### config.mk
export PLATFORM = sky130hd
export DESIGN_NAME = delimited_frame_deframer_unit_flat
export DESIGN_NICKNAME = d
export VERILOG_FILES = /design/src/rtl/dfd_pkg.sv /design/src/rtl/dfd_if.sv /design/src/rtl/delimited_frame_deframer_unit.sv /design/src/flat_wrapper.sv
export SDC_FILE = /design/constraint.sdc
export NUM_CORES = 1
export LEC_CHECK = 0
export BUFFER_PORTS_ARGS = -buffer_cell sky130_fd_sc_hd__buf_4
export CORE_MARGIN = 4
export CORE_UTILIZATION = 30
export DETAILED_ROUTE_END_ITERATION = 10
export RECOVER_POWER = 50
export REMOVE_ABC_BUFFERS = 1
export SLEW_MARGIN = 20
export SYNTH_ARGS = -nofsm -noshare
export SYNTH_HDL_FRONTEND = slang
export SYNTH_SLANG_ARGS = --single-unit
### constraint.sdc
create_clock -name clk -period 5.2 [get_ports clk]
set_clock_uncertainty 0.1 [all_clocks]
set_input_delay 1.04 -clock clk [delete_from_list [all_inputs] [get_ports clk]]
set_output_delay 1.04 -clock clk [all_outputs]
set_load 0.01 [all_outputs]
### src/rtl/dfd_pkg.sv
package dfd_pkg;

	localparam int BYTE_W      = 8;
	localparam int LEN_W       = 4;
	localparam int FRAME_LEN_W = 11;
	localparam int OFFSET_W    = 10;
	localparam int STATUS_W    = 3;
	localparam int CFG_INDEX_W = 3;
	localparam int CFG_DATA_W  = FRAME_LEN_W;

	localparam logic [FRAME_LEN_W-1:0] MAX_FRAME_LEN = FRAME_LEN_W'(1024);
	localparam logic [LEN_W-1:0]       DELIM_MIN     = LEN_W'(1);
	localparam logic [LEN_W-1:0]       DELIM_MAX     = LEN_W'(8);

	typedef enum logic [CFG_INDEX_W-1:0] {
		CFG_START_BYTE = 3'd0,
		CFG_END_BYTE   = 3'd1,
		CFG_START_LEN  = 3'd2,
		CFG_END_LEN    = 3'd3,
		CFG_FRAME_LEN  = 3'd4
	} cfg_index_t;

	typedef enum logic [STATUS_W-1:0] {
		ST_DROP     = 3'd0,
		ST_STORED   = 3'd1,
		ST_COMPLETE = 3'd2,
		ST_ABORT    = 3'd3,
		ST_NO_BUF   = 3'd4
	} status_t;

	typedef enum logic [1:0] {
		PH_HUNT  = 2'd0,
		PH_START = 2'd1,
		PH_DATA  = 2'd2,
		PH_END   = 2'd3
	} phase_t;

	function automatic logic [LEN_W-1:0] clamp_delim(input logic [LEN_W-1:0] v);
		logic [LEN_W-1:0] r;
		r = v;
		if (v < DELIM_MIN) r = DELIM_MIN;
		if (v > DELIM_MAX) r = DELIM_MAX;
		return r;
	endfunction

	function automatic logic [FRAME_LEN_W-1:0] payload_len(
		input logic [LEN_W-1:0]       start_len,
		input logic [LEN_W-1:0]       end_len,
		input logic [FRAME_LEN_W-1:0] frame_len
	);
		logic [FRAME_LEN_W-1:0] delims;
		logic [FRAME_LEN_W-1:0] fl;
		delims = FRAME_LEN_W'(clamp_delim(start_len)) + FRAME_LEN_W'(clamp_delim(end_len));
		fl = (frame_len > MAX_FRAME_LEN) ? MAX_FRAME_LEN : frame_len;
		if (fl < delims) fl = delims;
		return fl - delims;
	endfunction

endpackage

### src/rtl/dfd_if.sv
interface dfd_in_if import dfd_pkg::*; ();
	logic              valid;
	logic              ready;
	logic [BYTE_W-1:0] rx_byte;
	logic              chunk_end;
	logic              buffer_free;

	modport source (output valid, rx_byte, chunk_end, buffer_free, input ready);
	modport sink (input valid, rx_byte, chunk_end, buffer_free, output ready);
endinterface

interface dfd_out_if import dfd_pkg::*; ();
	logic                valid;
	logic                ready;
	logic [STATUS_W-1:0] status;
	logic [BYTE_W-1:0]   byte_out;
	logic [OFFSET_W-1:0] byte_offset;

	modport source (output valid, status, byte_out, byte_offset, input ready);
	modport sink (input valid, status, byte_out, byte_offset, output ready);
endinterface

### src/rtl/delimited_frame_deframer_unit.sv
// Delimited frame deframer.
// rx carries one received word per handshake: the byte, a flag that marks the
// last byte of its receive chunk, and a flag that says a frame buffer is free.
// res carries exactly one result word per accepted rx word: status, the stored
// byte and its offset within the frame (byte and offset are zero unless the
// status is byte stored or frame complete).
// Lengths and delimiter values are set through cfg_we / cfg_index / cfg_data
// while no word is in flight, which the user must ensure: the block does not
// enforce it. A length takes effect when its phase is entered. The result
// of an accepted word is registered and on res in the next cycle. Throughput
// is one word per cycle while res drains, set by the single result register.
// rx.ready is high while the result register is empty or being drained, so a
// stalled receiver stops intake after one word and nothing is lost.
// arst_n clears the config and state registers to defaults, puts the deframer
// back to hunting for a start byte and empties the result register.
module delimited_frame_deframer_unit
	import dfd_pkg::*;
(
	input  logic                   clk,
	input  logic                   arst_n,
	dfd_in_if.sink                 rx,
	dfd_out_if.source              res,
	input  logic                   cfg_we,
	input  logic [CFG_INDEX_W-1:0] cfg_index,
	input  logic [CFG_DATA_W-1:0]  cfg_data
);

	logic [BYTE_W-1:0]      start_byte_q;
	logic [BYTE_W-1:0]      end_byte_q;
	logic [LEN_W-1:0]       start_len_q;
	logic [LEN_W-1:0]       end_len_q;
	logic [FRAME_LEN_W-1:0] frame_len_q;

	phase_t                 phase_q, phase_n;
	logic [FRAME_LEN_W-1:0] bytes_left_q, bytes_left_n;
	logic [FRAME_LEN_W-1:0] fill_pos_q, fill_pos_n;
	logic                   drop_rest_q, drop_rest_n;

	logic                   res_valid_q;
	status_t                status_q;
	logic [BYTE_W-1:0]      byte_out_q;
	logic [OFFSET_W-1:0]    byte_offset_q;

	logic                   accept;
	logic                   match_start;
	logic                   match_want;
	logic                   left_zero;
	logic [FRAME_LEN_W-1:0] left_dec;
	logic [FRAME_LEN_W-1:0] pay_len;
	logic [FRAME_LEN_W-1:0] end_left;
	logic [FRAME_LEN_W-1:0] start_left;
	status_t                status_c;
	logic                   stored_c;

	assign accept   = rx.valid && rx.ready;
	assign rx.ready = !res_valid_q || res.ready;

	assign match_start = (rx.rx_byte == start_byte_q);
	assign match_want  = (phase_q == PH_START) ? match_start : (rx.rx_byte == end_byte_q);
	assign left_zero   = (bytes_left_q == '0);
	assign left_dec    = left_zero ? '0 : bytes_left_q - FRAME_LEN_W'(1);
	assign pay_len     = payload_len(start_len_q, end_len_q, frame_len_q);
	assign end_left    = FRAME_LEN_W'(clamp_delim(end_len_q));
	assign start_left  = FRAME_LEN_W'(clamp_delim(start_len_q)) - FRAME_LEN_W'(1);

	always_ff @(posedge clk or negedge arst_n) begin
		if (!arst_n) begin
			start_byte_q <= '0;
			end_byte_q   <= '0;
			start_len_q  <= LEN_W'(1);
			end_len_q    <= LEN_W'(1);
			frame_len_q  <= FRAME_LEN_W'(2);
		end else if (cfg_we) begin
			unique case (cfg_index)
				CFG_START_BYTE: start_byte_q <= cfg_data[BYTE_W-1:0];
				CFG_END_BYTE:   end_byte_q   <= cfg_data[BYTE_W-1:0];
				CFG_START_LEN:  start_len_q  <= cfg_data[LEN_W-1:0];
				CFG_END_LEN:    end_len_q    <= cfg_data[LEN_W-1:0];
				CFG_FRAME_LEN:  frame_len_q  <= cfg_data[FRAME_LEN_W-1:0];
				default: ;
			endcase
		end
	end

	always_comb begin
		status_c = ST_DROP;
		stored_c = 1'b0;
		if (!drop_rest_q) begin
			unique case (phase_q)
				PH_HUNT: begin
					if (match_start) begin
						if (!rx.buffer_free) begin
							status_c = ST_NO_BUF;
						end else begin
							status_c = ST_STORED;
							stored_c = 1'b1;
						end
					end
				end
				PH_START, PH_END: begin
					if (!match_want || left_zero) begin
						status_c = ST_ABORT;
					end else begin
						stored_c = 1'b1;
						if (phase_q == PH_END && left_dec == '0) begin
							status_c = ST_COMPLETE;
						end else begin
							status_c = ST_STORED;
						end
					end
				end
				PH_DATA: begin
					status_c = ST_STORED;
					stored_c = 1'b1;
				end
				default: ;
			endcase
		end
	end

	always_comb begin
		phase_n      = phase_q;
		bytes_left_n = bytes_left_q;
		fill_pos_n   = fill_pos_q;
		drop_rest_n  = drop_rest_q;
		if (drop_rest_q) begin
			if (rx.chunk_end) drop_rest_n = 1'b0;
		end else if (status_c == ST_ABORT || status_c == ST_NO_BUF) begin
			phase_n      = PH_HUNT;
			bytes_left_n = '0;
			fill_pos_n   = '0;
			drop_rest_n  = !rx.chunk_end;
		end else if (stored_c) begin
			fill_pos_n = fill_pos_q + FRAME_LEN_W'(1);
			unique case (phase_q)
				PH_HUNT, PH_START: begin
					if ((phase_q == PH_HUNT ? start_left : left_dec) != '0) begin
						phase_n      = PH_START;
						bytes_left_n = (phase_q == PH_HUNT) ? start_left : left_dec;
					end else if (pay_len == '0) begin
						phase_n      = PH_END;
						bytes_left_n = end_left;
					end else begin
						phase_n      = PH_DATA;
						bytes_left_n = pay_len;
					end
				end
				PH_DATA: begin
					if (left_dec == '0) begin
						phase_n      = PH_END;
						bytes_left_n = end_left;
					end else begin
						bytes_left_n = left_dec;
					end
				end
				PH_END: begin
					if (status_c == ST_COMPLETE) begin
						phase_n      = PH_HUNT;
						bytes_left_n = '0;
						fill_pos_n   = '0;
					end else begin
						bytes_left_n = left_dec;
					end
				end
				default: ;
			endcase
		end
	end

	always_ff @(posedge clk or negedge arst_n) begin
		if (!arst_n) begin
			phase_q      <= PH_HUNT;
			bytes_left_q <= '0;
			fill_pos_q   <= '0;
			drop_rest_q  <= 1'b0;
		end else if (accept) begin
			phase_q      <= phase_n;
			bytes_left_q <= bytes_left_n;
			fill_pos_q   <= fill_pos_n;
			drop_rest_q  <= drop_rest_n;
		end
	end

	always_ff @(posedge clk or negedge arst_n) begin
		if (!arst_n) begin
			res_valid_q <= 1'b0;
		end else if (accept) begin
			res_valid_q <= 1'b1;
		end else if (res.ready) begin
			res_valid_q <= 1'b0;
		end
	end

	always_ff @(posedge clk) begin
		if (accept) begin
			status_q      <= status_c;
			byte_out_q    <= stored_c ? rx.rx_byte : '0;
			byte_offset_q <= stored_c ? fill_pos_q[OFFSET_W-1:0] : '0;
		end
	end

	assign res.valid       = res_valid_q;
	assign res.status      = status_q;
	assign res.byte_out    = byte_out_q;
	assign res.byte_offset = byte_offset_q;

`ifndef SYNTH
	a_accept_gives_result: assert property (@(posedge clk) disable iff (!arst_n)
		accept |=> res.valid)
		else $error("accepted word produced no result");

	a_empty_when_not_stored: assert property (@(posedge clk) disable iff (!arst_n)
		res.valid && res.status != ST_STORED && res.status != ST_COMPLETE
		|-> res.byte_out == '0 && res.byte_offset == '0)
		else $error("byte or offset set on a result that stores nothing");

	a_hunt_clean: assert property (@(posedge clk) disable iff (!arst_n)
		phase_q == PH_HUNT |-> fill_pos_q == '0 && bytes_left_q == '0)
		else $error("hunting with a partial frame");

	a_drop_idle: assert property (@(posedge clk) disable iff (!arst_n)
		accept && drop_rest_q |=> res.status == ST_DROP)
		else $error("word reported while dropping the rest of a chunk");
`endif

endmodule

### src/flat_wrapper.sv
// flat-port wrapper written by rule: the top's interface ports become plain ports
module delimited_frame_deframer_unit_flat import dfd_pkg::*;
  (clk, arst_n, cfg_we, cfg_index, cfg_data, rx_valid, rx_rx_byte, rx_chunk_end, rx_buffer_free, rx_ready, res_valid, res_status, res_byte_out, res_byte_offset, res_ready);
  dfd_in_if rx_i ();
  dfd_out_if res_i ();
  input  logic clk;
  input  logic arst_n;
  input  logic cfg_we;
  input  logic [CFG_INDEX_W-1:0] cfg_index;
  input  logic [CFG_DATA_W-1:0] cfg_data;
  input wire logic [$bits(rx_i.valid)-1:0] rx_valid;
  input wire logic [$bits(rx_i.rx_byte)-1:0] rx_rx_byte;
  input wire logic [$bits(rx_i.chunk_end)-1:0] rx_chunk_end;
  input wire logic [$bits(rx_i.buffer_free)-1:0] rx_buffer_free;
  output wire logic [$bits(rx_i.ready)-1:0] rx_ready;
  output wire logic [$bits(res_i.valid)-1:0] res_valid;
  output wire logic [$bits(res_i.status)-1:0] res_status;
  output wire logic [$bits(res_i.byte_out)-1:0] res_byte_out;
  output wire logic [$bits(res_i.byte_offset)-1:0] res_byte_offset;
  input wire logic [$bits(res_i.ready)-1:0] res_ready;
  assign rx_i.valid = rx_valid;
  assign rx_i.rx_byte = rx_rx_byte;
  assign rx_i.chunk_end = rx_chunk_end;
  assign rx_i.buffer_free = rx_buffer_free;
  assign rx_ready = rx_i.ready;
  assign res_valid = res_i.valid;
  assign res_status = res_i.status;
  assign res_byte_out = res_i.byte_out;
  assign res_byte_offset = res_i.byte_offset;
  assign res_i.ready = res_ready;
  delimited_frame_deframer_unit u_core (.clk(clk), .arst_n(arst_n), .rx(rx_i), .res(res_i), .cfg_we(cfg_we), .cfg_index(cfg_index), .cfg_data(cfg_data));
endmodule
* Yosys cells after proc, flatten, opt, wreduce, memory -nomap -nowiden *
Index checks and enable logic that the tools add are counted.

storage, ports and cells
  bits in registers = 82
  input bits = 29
  output and inout bits = 23

operators by class
  $add $sub $neg = 5
  $lt $le $gt $ge = 6
  equal/unequal tests = 14
  multiplexer cells = 43
  bitwise operators = 1
  reductions and logical operators = 25

operators by type and width
  kind                   count
  $mux 11                14
  $logic_not 11->1       3
  $pmux 11 s3            1
  $eq 8x8->1             2
  $mux 4                 4
  $eq 3x2->1 const B     4
  $mux 2                 6
  $mux 3                 4
  $add 11x1->11 const B  1
  $gt 11x11->1 const B   1
  $lt 11x11->1           1
  $mux 1                 11
  $reduce_bool 11->1     1
  $sub 11x1->11 const B  1
  $sub 11x11->11         1
  $reduce_and 2->1       5
  $pmux 3 s3             1
  $gt 4x4->1 const B     2
  $lt 4x1->1 const B     2
  $eq 3x3->1 const B     2
  $pmux 2 s3             1
  $add 4x4->5            1
  $reduce_and 5->1       1
  $sub 4x1->5 const B    1
  15 further kinds       23

* Depth between registers and ports, before layout *
Gate-level depths: netlist of run 1.

  depth after elaboration = 13
  mapped depth = 23

* Worst setup path after synthesis of run 1 *
Ideal clock, no wire load.

  path kind = register -> register
  start = register u_core.start_len_q[0]
  end = register u_core.bytes_left_q[1]
  setup time = 110 ps
  arrival = 4779 ps
  setup slack = 211 ps
  stages on the path, launching flop included = 23
  buffers on the path = 0
  cells stage by stage = dfstp_2 -> o21ba_2 -> nor2_1 -> ha_1 -> inv_1 -> fa_1 -> ha_1 -> a21o_1 -> a21oi_1 -> nor2b_1 -> o21ai_0 -> nand3b_1 -> mux2i_1 -> ha_1 -> fa_1 -> nand2b_1 -> a21oi_1 -> nor2_1 -> a21boi_0 -> o2111ai_1 -> or2_2 -> o211a_1 -> o41ai_1

between the ends
  cells in the longest elaborated chain, start to end = 13

ends and longest elaborated chain
  what                    RTL line                              RTL
  start, declared         delimited_frame_deframer_unit.sv:30   logic [LEN_W-1:0] start_len_q;
  start signal, assigned  delimited_frame_deframer_unit.sv:77   CFG_START_LEN: start_len_q <= cfg_data[LEN_W-1:0];
  $lt 4x1->1              dfd_pkg.sv:41                         if (v < DELIM_MIN) r = DELIM_MIN;
  $mux 4                  dfd_pkg.sv:41
  $mux 4 *                dfd_pkg.sv:42                         if (v > DELIM_MAX) r = DELIM_MAX;
  $add 4x4->5             dfd_pkg.sv:53                         delims = FRAME_LEN_W'(clamp_delim(start_len)) + FRAME_LEN_W'(clamp_delim(end_len));
  $lt 11x11->1            dfd_pkg.sv:55                         if (fl < delims) fl = delims;
  $mux 11                 dfd_pkg.sv:55
  $sub 11x11->11          dfd_pkg.sv:56                         return fl - delims;
  $logic_not 11->1        delimited_frame_deframer_unit.sv:140  end else if (pay_len == '0) begin
  $mux 11                 delimited_frame_deframer_unit.sv:140
  $mux 11 *               delimited_frame_deframer_unit.sv:137  if ((phase_q == PH_HUNT ? start_left : left_dec) != '0) begin
  $pmux 11 s3 *           delimited_frame_deframer_unit.sv:135  unique case (phase_q)
  $mux 11 *               delimited_frame_deframer_unit.sv:133  end else if (stored_c) begin
  $mux 11 *               delimited_frame_deframer_unit.sv:128  end else if (status_c == ST_ABORT || status_c == ST_NO_BUF) begin
  end signal, assigned    delimited_frame_deframer_unit.sv:178  bytes_left_q <= bytes_left_n;
  end, declared           delimited_frame_deframer_unit.sv:35   logic [FRAME_LEN_W-1:0] bytes_left_q, bytes_left_n;

Mark *: on every way between the ends. The rest lies on a longest branch, timed or not. The select of a mux whose other input is x is not followed.
A chain may end at the register's enable or synchronous reset.

* Worst setup path after layout of run 1 *
  start = register u_core.start_len_q[0]
  end = register u_core.bytes_left_q[3]

Same word-level chain as after synthesis.

==> summary.md, run 1 <==
| Metric | Value |
|---|---|
| Worst-path clk slew | 0.06 ns |
| Crit-path leading delay family | compound AO/OA/AOI/OAI gates |
| Fill cells | 1601 |
| Die Ht | 137 um |
| Ys flop type | dfrtp_1 |
| Root buffer cell | clkbuf_16 |
| Period utilisation layout | 0.954 |
| Critical Path AT | 5.05 ns |
| Failing checks | capacitance limit, slew limit |
| Worst vdd ir | 0.000244 V |
| Clk_lat worst skew | 0.34 ns |
| H-tree depth | 3 |
| Total CTS buffers | 9 |
| Post-DR wirelength/cell | 16.9 um |
| CP Cell Sequence | o21ba_2, nor2_4, ha_1, inv_1, fa_1, ha_1, a21o_1, a21oi_1, nor2b_1, o21ai_0, nand3b_1, mux2i_1, ha_1, fa_2, nand2b_4, a21oi_4, nor2_4, and3_4, o2111ai_2, o31ai_2, a222oi_1, o31ai_1 |
| TNS Setup | 0 ns |
| Crit path kind | reg -> reg |
| CP Capture Type | register |
| Total Wirelength | 12800 um |
| Final Hold Fails | 0 |
| Die Width | 137 um |
| Post-synth EDFFs | 21 |
| Gp weighted congestion | 0.913 |
| Hold crit path type | reg -> reg |
| Nets | 585 |
| Number of global-route vias before repair | 4105 |
| Sequential area share after synthesis | 0.429 |
| Syn. warnings | 0 |
| Buf/Inv on CP | 1 |
| Yosys cell types | 72 |
| Via Count | 4015 |
| Core Footprint | 16100 um2 |
| Synth Instances | 487 |
| Final setup violation count | 0 |
| Worst rel slew slack | -1.22 |
| Static leakage | 2.60 nW |
| DIE AREA | 18700 um2 |
| Cts hold-fix bufs | 0 |
| Initial antenna violation count | 0 |
| Commonest non-fill, non-tap cell in the layout | dfrtp_1 |
| Rows | 46 |
| FF+latch count, synth | 81 |
| DP HPWL | 9420 um |
| Layout Cells excl Fill | 759 |
| Worst-Margin Slew | 3.34 ns |
| Mapped Area | 4980 um2 |
| Share of cells above drive strength 1 | 0.262 |
| Slowest CP cell | fa_1 |
| Critical path required time | 5.30 ns |
| Antenna-violating nets left | 0 |
| First-pass GRT wire length | 21100 um |
| Post-DR vias/cell | 5.29 |
| Most frequent cells in the layout | 56 x dfrtp_1, 41 x buf_4, 35 x mux2_2 |
| PwrDens | 555 nW/um2 |
| Initial DRC Count | 271 |
| Grt ovf | 0 |
| Tot Pwr | 3.34 mW |
| Crit path launch type | register |
| Synth async-reset ratio | 0.741 |
| Clk sinks | 81 |
| Max-slew violations | 61 |
| Layout area overhead | 21.0% |
| Remaining DRCs | 0 |
| Initial core utilization | 0.310 |
| Post-layout min period | 4.96 ns |
| CP dominant cell by count | ha_1 |
| PortBufs | 51 |
| Max-cap violations | 1 |
| GRT Util Overall | 0.141 |
| Dpl cells | 739 |
| Max Fclk | 202 MHz |
| Slowest stage delay, CP | 0.56 ns |
| Largest net degree at the start of global routing | 61 |
| Post-Syn Area per Cell | 10.2 um2 |
| Ant diodes | 0 |
| Status | finished, violations left |
| Crit path max fanout | 5 |
| Boundary pin count | 52 |
| CTS max path bufs | 2 |
| DR pass1 iterations | 5 |
| CTS tree | yes |
metrics by stage:
| step | area (um2) | util | hold WS, ns | worst slack (ns) |
|---|---|---|---|---|
| detailed placement | 5590 | 0.348 | 0.422 | -0.137 |
| floorplan | 4870 | - | 0.381 | 0.211 |
| finish | 6020 | 0.375 | 0.426 | 0.241 |
| global placement | 5580 | 0.348 | 0.411 | 0.150 |
| CTS | 5900 | 0.368 | 0.432 | 0.00533 |
| global route | 6020 | 0.375 | 0.444 | -0.0247 |
cell usage after synthesis, drive strengths merged (2+ instances only):
| cell | count | share of area |
|---|---|---|
| a211o | 2 | 0.0035 |
| a211oi | 3 | 0.0045 |
| a21o | 3 | 0.0045 |
| a21oi | 29 | 0.030 |
| a22o | 12 | 0.021 |
| a31oi | 5 | 0.0063 |
| a32o | 3 | 0.0060 |
| and3 | 27 | 0.034 |
| buf | 6 | 0.0083 |
| clkbuf | 16 | 0.012 |
| dfrtp | 57 | 0.29 |
| dfstp | 3 | 0.016 |
| edfxtp | 21 | 0.13 |
| fa | 2 | 0.0080 |
| ha | 16 | 0.040 |
| inv | 19 | 0.014 |
| mux2 | 35 | 0.079 |
| mux2i | 6 | 0.012 |
| nand2 | 26 | 0.020 |
| nand2b | 8 | 0.010 |
| nand3 | 3 | 0.0030 |
| nand4 | 2 | 0.0025 |
| nor2 | 29 | 0.022 |
| nor2b | 14 | 0.018 |
| nor3 | 10 | 0.012 |
| nor4 | 12 | 0.018 |
| o2111ai | 2 | 0.0035 |
| o21a | 4 | 0.0060 |
| o21ai | 29 | 0.030 |
| o311ai | 2 | 0.0035 |
| o31a | 5 | 0.0088 |
| o31ai | 4 | 0.0060 |
| o32a | 2 | 0.0040 |
| o32ai | 3 | 0.0053 |
| o41ai | 3 | 0.0053 |
| or2 | 7 | 0.0088 |
| or3 | 4 | 0.0070 |
| or3b | 2 | 0.0035 |
| or4 | 2 | 0.0030 |
| or4b | 2 | 0.0040 |
| xnor2 | 8 | 0.014 |
| xor2 | 20 | 0.035 |
worst min-delay path, cell delays in order, from the launching register on:
cell	delay, ns
dfrtp_1	0.37
nand2_1	0.05
o21ai_0	0.07
worst paths after layout:
path / depth (start not counted) / endpoint / slack (ns) / from
worst min-delay path: 2 / u_core.fill_pos_q[1]$_DFFE_PN0P_ / 0.43 / u_core.fill_pos_q[1]$_DFFE_PN0P_
worst max-delay path: 22 / u_core.bytes_left_q[3]$_DFFE_PN0P_ / 0.24 / u_core.start_len_q[0]$_DFFE_PN1P_
worst min register to register: 2 / u_core.fill_pos_q[1]$_DFFE_PN0P_ / 0.43 / u_core.fill_pos_q[1]$_DFFE_PN0P_
max in group asynchronous: 1 / u_core.start_len_q[3]$_DFFE_PN0P_ / 1.14 / arst_n
min in group asynchronous: 1 / u_core.bytes_left_q[7]$_DFFE_PN0P_ / 1.71 / arst_n
worst max register to register: 22 / u_core.bytes_left_q[3]$_DFFE_PN0P_ / 0.24 / u_core.start_len_q[0]$_DFFE_PN1P_
report_power, final:
group / internal, mW / switching [mW] / total, mW
Clock: 0.404 / 0.259 / 0.663
Combinational: 0.727 / 0.981 / 1.71
Sequential: 0.797 / 0.176 / 0.973
Total: 1.93 / 1.42 / 3.34
area by class of cell:
type / count / area (um2) / area share
multi-input cells: 364 / 2830 / 0.470
flip-flops and latches: 81 / 2140 / 0.355
repair buffers: 62 / 402 / 0.0667
well taps: 216 / 270 / 0.0449
clock buffers: 13 / 262 / 0.0434
inverters: 20 / 75.1 / 0.0125
clock inverters: 3 / 45.0 / 0.00748
layer usage:
layer,GRT usage,up-vias,part of all wire
li1,-,1921,-
met1,0.195,1961,0.46
met2,0.223,115,0.48
met3,0.0338,18,0.045
met4,0.0322,0,0.015
met5,0,-,0
cells by family after synthesis:
family                   synth area share
AO/OA/AOI/OAI                       0.175
multiplexers                       0.0913
XOR/XNOR                           0.0493
adder cells (fa/ha/maj)            0.0483
buffers and inverters              0.0355
flip-flops                          0.429
AND/OR/NAND/NOR                     0.171
sequential cells by signal (all words and copies together), names as in the netlist, 3 cells and up:
name                    count
u_core.end_byte_q           8
u_core.res.byte_offset     10
u_core.end_len_q            4
u_core.frame_len_q         11
u_core.start_byte_q         8
u_core.res.byte_out         8
u_core.start_len_q          4
u_core.res.status           3
u_core.bytes_left_q        11
u_core.fill_pos_q          10
timing repair:
action	CTS	global route
setup endpoints to repair	2	7
resized for setup	4	35
setup buffers	0	4
pin swaps	0	7
No activity file was read; power rests on OpenSTA's default activity.
==> run 2: changes to the inputs <==
--- a/config.mk
+++ b/config.mk
@@ -9,6 +9,7 @@
 export CORE_MARGIN = 4
 export CORE_UTILIZATION = 30
 export DETAILED_ROUTE_END_ITERATION = 10
+export GPL_TIMING_DRIVEN = 0
 export RECOVER_POWER = 50
 export REMOVE_ABC_BUFFERS = 1
 export SLEW_MARGIN = 20
==> summary.md, run 2 (synthesized netlist as in run 1, its figures left out) <==
| Metric | Value |
|---|---|
| Most frequent cells in the layout | 56 x dfrtp_1, 35 x mux2_2, 30 x buf_4 (was 56 x dfrtp_1, 41 x buf_4, 35 x mux2_2) |
| Critical Path Start | u_core.start_len_q[0]$_DFFE_PN1P_ (unchanged) |
| Total CTS buffers | 9 (unchanged) |
| Initial antenna violation count | 0 (unchanged) |
| CP Capture Type | register (unchanged) |
| Nets | 580 (was 585) |
| Clk_lat worst skew | 0.35 ns (was 0.34 ns) |
| Slowest CP cell | fa_2 (was fa_1) |
| Critical Path AT | 5.20 ns (was 5.05 ns) |
| Clk sinks | 81 (unchanged) |
| Layout area overhead | 18.8% (was 21.0%) |
| Cts hold-fix bufs | 0 (unchanged) |
| Max Fclk | 198 MHz (was 202 MHz) |
| PortBufs | 51 (unchanged) |
| First-pass GRT wire length | 20500 um (was 21100 um) |
| DP HPWL | 9090 um (was 9420 um) |
| Worst vdd ir | 0.000212 V (was 0.000244 V) |
| Period utilisation layout | 0.972 (was 0.954) |
| Via Count | 3980 (was 4015) |
| Die Ht | 137 um (unchanged) |
| Register-to-Register Path Depth | 22 (unchanged) |
| Status | finished, violations left (unchanged) |
| Initial core utilization | 0.310 (unchanged) |
| Ant diodes | 0 (unchanged) |
| Hold Startpoint | u_core.fill_pos_q[9]$_DFFE_PN0P_ (was u_core.fill_pos_q[1]$_DFFE_PN0P_) |
| Root buffer cell | clkbuf_16 (unchanged) |
| Crit-path leading delay family | compound AO/OA/AOI/OAI gates (unchanged) |
| Largest net degree at the start of global routing | 61 (unchanged) |
| Dpl cells | 732 (was 739) |
| Remaining DRCs | 0 (unchanged) |
| Number of global-route vias before repair | 3918 (was 4105) |
| Final Hold Fails | 0 (unchanged) |
| Tot Pwr | 3.26 mW (was 3.34 mW) |
| Grt ovf | 0 (unchanged) |
| Rows | 46 (unchanged) |
| Post-DR wirelength/cell | 16.7 um (was 16.9 um) |
| Post-DR vias/cell | 5.28 (was 5.29) |
| Static leakage | 2.53 nW (was 2.60 nW) |
| Core Util, Final | 0.368 (was 0.375) |
| Worst rel slew slack | -1.21 (was -1.22) |
| CTS tree | yes (unchanged) |
| Layout Cells excl Fill | 754 (was 759) |
| CP Cell Sequence | o21ba_2, nor2_4, ha_4, inv_1, fa_2, ha_1, a21o_1, a21oi_1, nor2b_1, o21ai_1, nand3b_1, buf_6, mux2_2, ha_1, nand2b_1, a21oi_2, o22a_2, o21a_1, o2111ai_2, or2_4, o211a_1, o41ai_2 (was o21ba_2, nor2_4, ha_1, inv_1, fa_1, ha_1, a21o_1, a21oi_1, nor2b_1, o21ai_0, nand3b_1, mux2i_1, ha_1, fa_2, nand2b_4, a21oi_4, nor2_4, and3_4, o2111ai_2, o31ai_2, a222oi_1, o31ai_1) |
| Commonest non-fill, non-tap cell in the layout | dfrtp_1 (unchanged) |
| Failing checks | capacitance limit, slew limit (unchanged) |
| H-tree depth | 3 (unchanged) |
| Total Wirelength | 12600 um (was 12800 um) |
| Reg-to-Reg Start | u_core.start_len_q[0]$_DFFE_PN1P_ (unchanged) |
| Crit path max fanout | 6 (was 5) |
| Setup slack, reg-to-reg | 0.15 ns (was 0.24 ns) |
| Slowest stage delay, CP | 0.58 ns (was 0.56 ns) |
| PwrDens | 551 nW/um2 (was 555 nW/um2) |
| Post-layout min period | 5.05 ns (was 4.96 ns) |
| GRT Util Overall | 0.138 (was 0.141) |
| Max-cap violations | 2 (was 1) |
| DR pass1 iterations | 4 (was 5) |
| Hold crit path type | reg -> reg (unchanged) |
| Worst-Margin Slew | 3.31 ns (was 3.34 ns) |
| Hold endpoint | u_core.fill_pos_q[9]$_DFFE_PN0P_ (was u_core.fill_pos_q[1]$_DFFE_PN0P_) |
| CP dominant cell by count | ha_1 (unchanged) |
| Biggest regs | u_core.bytes_left_q (11), u_core.frame_len_q (11) (unchanged) |
| DIE AREA | 18700 um2 (unchanged) |
| CTS max path bufs | 2 (unchanged) |
| FF-to-FF End | u_core.bytes_left_q[1]$_DFFE_PN0P_ (was u_core.bytes_left_q[3]$_DFFE_PN0P_) |
| Final setup violation count | 0 (unchanged) |
| Crit path launch type | register (unchanged) |
| Critical path required time | 5.35 ns (was 5.30 ns) |
| Buf/Inv on CP | 2 (was 1) |
| Antenna-violating nets left | 0 (unchanged) |
| Boundary pin count | 52 (unchanged) |
| Initial DRC Count | 250 (was 271) |
| Max-slew violations | 61 (unchanged) |
| Share of cells above drive strength 1 | 0.240 (was 0.262) |
| Gp weighted congestion | 0.927 (was 0.913) |
| Crit path kind | reg -> reg (unchanged) |
| Hold Crit Depth | 1 (was 2) |
| Die Width | 137 um (unchanged) |
| Worst-path clk slew | 0.06 ns (about the same) |
| Core Footprint | 16100 um2 (unchanged) |
## run 2: worst max-delay path by stage
stage | to | slack [ns] | cells after the start
detailed placement | u_core.bytes_left_q[1]$_DFFE_PN0P_ | -0.57 | 22
CTS | u_core.bytes_left_q[1]$_DFFE_PN0P_ | 0.02 | 22
global placement | u_core.bytes_left_q[1]$_DFFE_PN0P_ | -0.52 | 22
floorplan | u_core.bytes_left_q[1]$_DFFE_PN0P_ | 0.21 | 22
finish | u_core.bytes_left_q[1]$_DFFE_PN0P_ | 0.15 | 22
global route | u_core.bytes_left_q[1]$_DFFE_PN0P_ | -0.05 | 22
## run 2: power breakdown
group / switching [mW] / internal, mW / total (mW)
sequential: 0.166 / 0.797 / 0.963
clock: 0.286 / 0.358 / 0.644
combinational: 0.965 / 0.687 / 1.65
total: 1.42 / 1.84 / 3.26
## run 2: area by class of cell
type                       instances  area, um2
fill                            1614      10100
multi-input combinational        364       2790
sequential                        81       2140
timing repair buffer              57        342
tap                              216        270
clock buffer                      10        250
inverter                          20       75.1
clock inverter                     6       47.5
## run 2: layer usage
metal	vias up	track usage	part of all wire
met4	0	0.0322	0.014
met1	1964	0.192	0.47
li1	1910	-	-
met2	89	0.222	0.47
met5	-	0	0
met3	17	0.0272	0.043
## run 2: stage by stage
step                area, um2  worst slack, ns  hold slack [ns]  TNS (ns)
floorplan                4870            0.211            0.381         0
global placement         5530           -0.522            0.412     -2.11
detailed placement       5540           -0.566            0.419     -2.35
CTS                      5880           0.0162            0.429         0
global route             5910          -0.0550            0.441   -0.0550
finish                   5910            0.148            0.427         0
## run 2: timing repair
action	CTS	global route
setup buffers	3	3
resized for setup	6	27
setup endpoints to repair	6	8
pin swaps	3	11
==> run 3: changes to the inputs <==
==> constraint.sdc (replaced) <==
create_clock -name clk -period 5.36 [get_ports clk]
set_clock_uncertainty 0.1 [all_clocks]
set_input_delay 1.072 -clock clk [delete_from_list [all_inputs] [get_ports clk]]
set_output_delay 1.072 -clock clk [all_outputs]
set_load 0.01 [all_outputs]
==> summary.md, run 3 (synthesized netlist as in run 1, its figures left out) <==
| Metric | Value |
|---|---|
| Post-DR wirelength/cell | 16.7 um (about the same) |
| Post-layout min period | 5.10 ns (was 5.05 ns) |
| RSZ-0062 raised after global routing | no |
| Final setup margin | 0.265 ns (was 0.148 ns) |
| Nets | 576 (was 580) |
| Switching pwr | 1.33 mW (was 1.42 mW) |
| Share of cells above drive strength 1 | 0.219 (was 0.240) |
| GRT Util Overall | 0.138 (about the same) |
| Die Width | 137 um (unchanged) |
| Critical Path Start | u_core.start_len_q[0]$_DFFE_PN1P_ (unchanged) |
| Seq pwr share | 0.304 (was 0.295) |
| H-tree depth | 3 (unchanged) |
| WL met2 | 5970 um (was 5940 um) |
| Gp weighted congestion | 0.927 (unchanged) |
| Setup slack, reg-to-reg | 0.26 ns (was 0.15 ns) |
| Initial core utilization | 0.310 (unchanged) |
| Metal-1 WL | 5800 um (was 5960 um) |
| Initial antenna violation count | 0 (unchanged) |
| Post-DR vias/cell | 5.26 (was 5.28) |
| Core Footprint | 16100 um2 (unchanged) |
| CTS max path bufs | 2 (unchanged) |
| Top layer in use | met4 (unchanged) |
| Initial DRC Count | 236 (was 250) |
| Worst-Margin Slew | 3.32 ns (was 3.31 ns) |
| Ant diodes | 0 (unchanged) |
| DP HPWL | 9090 um (unchanged) |
| Comb pwr share | 0.492 (was 0.507) |
| Rows | 46 (unchanged) |
| TNS Setup | 0 ns (unchanged) |
| Die Ht | 137 um (unchanged) |
| CP Cell Sequence | o21ba_2, nor2_4, ha_1, inv_1, fa_1, ha_1, a21o_1, a21oi_1, nor2b_1, o21ai_0, nand3b_1, buf_4, mux2i_1, fa_1, nand2b_1, a21oi_2, xnor2_2, and3_1, o2111ai_2, or2_4, o211a_1, o41ai_2 (was o21ba_2, nor2_4, ha_4, inv_1, fa_2, ha_1, a21o_1, a21oi_1, nor2b_1, o21ai_1, nand3b_1, buf_6, mux2_2, ha_1, nand2b_1, a21oi_2, o22a_2, o21a_1, o2111ai_2, or2_4, o211a_1, o41ai_2) |
| First-pass GRT wire length | 20500 um (about the same) |
| Worst vdd ir | 0.000206 V (was 0.000212 V) |
| PortBufs | 51 (unchanged) |
| Pint | 1.73 mW (was 1.84 mW) |
| Biggest regs | u_core.bytes_left_q (11), u_core.frame_len_q (11) (unchanged) |
| Layout area overhead | 17.2% (was 18.8%) |
| Status | finished, violations left (unchanged) |
| Met3 WL | 586 um (was 544 um) |
| Max-cap violations | 2 (unchanged) |
| Crit path kind | reg -> reg (unchanged) |
| DR pass1 iterations | 4 (unchanged) |
| Root buffer cell | clkbuf_16 (unchanged) |
| Crit path launch type | register (unchanged) |
| Final setup violation count | 0 (unchanged) |
| Period utilisation layout | 0.951 (was 0.972) |
| PwrDens | 526 nW/um2 (was 551 nW/um2) |
| Number of global-route vias before repair | 3911 (was 3918) |
| CP Depth | 22 (unchanged) |
| Final Hold Fails | 0 (unchanged) |
| Clock Power Share | 0.203 (was 0.198) |
| Setup crit end | u_core.bytes_left_q[1]$_DFFE_PN0P_ (unchanged) |
| Register-to-Register Path Depth | 22 (unchanged) |
| Setup WS pre-CTS | -0.406 ns (was -0.566 ns) |
| Crit path max fanout | 5 (was 6) |
| Grt ovf | 0 (unchanged) |
| Remaining DRCs | 0 (unchanged) |
| Reg-to-Reg Start | u_core.start_len_q[0]$_DFFE_PN1P_ (unchanged) |
| Slowest stage delay, CP | 0.53 ns (was 0.58 ns) |
| Slowest CP cell | dfstp_2 (was fa_2) |
| Static leakage | 2.50 nW (was 2.53 nW) |
| Total CTS buffers | 9 (unchanged) |
| CTS tree | yes (unchanged) |
| Clk_lat worst skew | 0.35 ns (about the same) |
| Switching share of power | 0.435 (about the same) |
| Failing checks | capacitance limit, slew limit (unchanged) |
| Worst-path clk slew | 0.06 ns (about the same) |
| Antenna-violating nets left | 0 (unchanged) |
| Boundary pin count | 52 (unchanged) |
| Hold crit path type | reg -> reg (unchanged) |
| DIE AREA | 18700 um2 (unchanged) |
| Core Util, Final | 0.363 (was 0.368) |
| Most frequent cells in the layout | 56 x dfrtp_1, 35 x mux2_2, 27 x and3_1, 27 x buf_4 (was 56 x dfrtp_1, 35 x mux2_2, 30 x buf_4) |
| Cts hold-fix bufs | 0 (unchanged) |
| Final hold slack | 0.427 ns (about the same) |
| Critical Path AT | 5.24 ns (was 5.20 ns) |
| Total Wirelength | 12500 um (was 12600 um) |
| Commonest non-fill, non-tap cell in the layout | dfrtp_1 (unchanged) |
| Critical path required time | 5.51 ns (was 5.35 ns) |
| Worst rel slew slack | -1.21 (about the same) |
| Via Count | 3945 (was 3980) |
| Crit-path leading delay family | adder cells (was compound AO/OA/AOI/OAI gates) |
| Clk sinks | 81 (unchanged) |
| Buf/Inv on CP | 2 (unchanged) |
| FF-to-FF End | u_core.bytes_left_q[1]$_DFFE_PN0P_ (unchanged) |
| Largest net degree at the start of global routing | 61 (unchanged) |
| Max Fclk | 196 MHz (was 198 MHz) |
| Max-slew violations | 61 (unchanged) |
| CP Capture Type | register (unchanged) |
==> run 3: layout make-up <==
cell class                 instances  area [um2]
timing repair buffer              53         308
multi-input combinational        364        2740
inverter                          20        75.1
sequential                        81        2140
clock buffer                      10         250
fill                            1629       10200
tap                              216         270
clock inverter                     6        47.5
==> run 3: repair_timing <==
item / in CTS / in global routing
buffers inserted: 1 / 1
pin swaps: 0 / 4
setup endpoints to repair: 5 / 7
resized for setup: 3 / 16
==> run 3: worst register-to-register path, delay by kind of cell, from the launching register on <==
family	cells	cell delay (ns)
xor gates and xnor gates	1	0.16
AOI/OAI and AO/OA	8	1.38
muxes	1	0.14
DFF	1	0.53
and+or+nand+nor	6	1.01
adders and majority gates	4	1.43
buffers and inverters	2	0.26
==> run 3: power by group through the flow <==
| stage | logic [mW] | clock network [mW] | registers [mW] |
|---|---|---|---|
| after global routing | 1.67 | 0.661 | 0.955 |
| after detailed placement | 1.44 | 0 | 0.938 |
| final | 1.51 | 0.624 | 0.932 |
| after CTS | 1.45 | 0.636 | 0.927 |
| after floorplan | 1.06 | 0 | 0.901 |
| after global placement | 1.42 | 0 | 0.929 |
==> run 3: per-stage QoR <==
step | area [um2] | std cells | total power [mW]
2_1_floorplan | 4870 | 465 | 1.96
3_3_place_gp | 5530 | 732 | 2.34
3_5_place_dp | 5540 | 732 | 2.37
4_1_cts | 5850 | 749 | 3.01
5_1_grt | 5830 | 750 | 3.29
6_report | 5830 | 750 | 3.07
==> run 3: how the worst min path moves through the flow <==
stage | slack [ns] | to | cells past startpoint | from
2_1_floorplan | 0.38 | u_core.fill_pos_q[1]$_DFFE_PN0P_ | 2 | u_core.fill_pos_q[1]$_DFFE_PN0P_
3_3_place_gp | 0.41 | u_core.end_byte_q[3]$_DFFE_PN0P_ | 1 | u_core.end_byte_q[3]$_DFFE_PN0P_
3_5_place_dp | 0.42 | u_core.start_byte_q[1]$_DFFE_PN0P_ | 1 | u_core.start_byte_q[1]$_DFFE_PN0P_
4_1_cts | 0.43 | u_core.fill_pos_q[9]$_DFFE_PN0P_ | 1 | u_core.fill_pos_q[9]$_DFFE_PN0P_
5_1_grt | 0.44 | u_core.start_byte_q[1]$_DFFE_PN0P_ | 1 | u_core.start_byte_q[1]$_DFFE_PN0P_
6_report | 0.43 | u_core.fill_pos_q[9]$_DFFE_PN0P_ | 1 | u_core.fill_pos_q[9]$_DFFE_PN0P_
==> run 3: routing by layer <==
metal,vias to the layer above,GRT usage
met2,96,0.221
li1,1897,-
met1,1937,0.193
met3,15,0.0272
met5,-,0
met4,0,0.0322
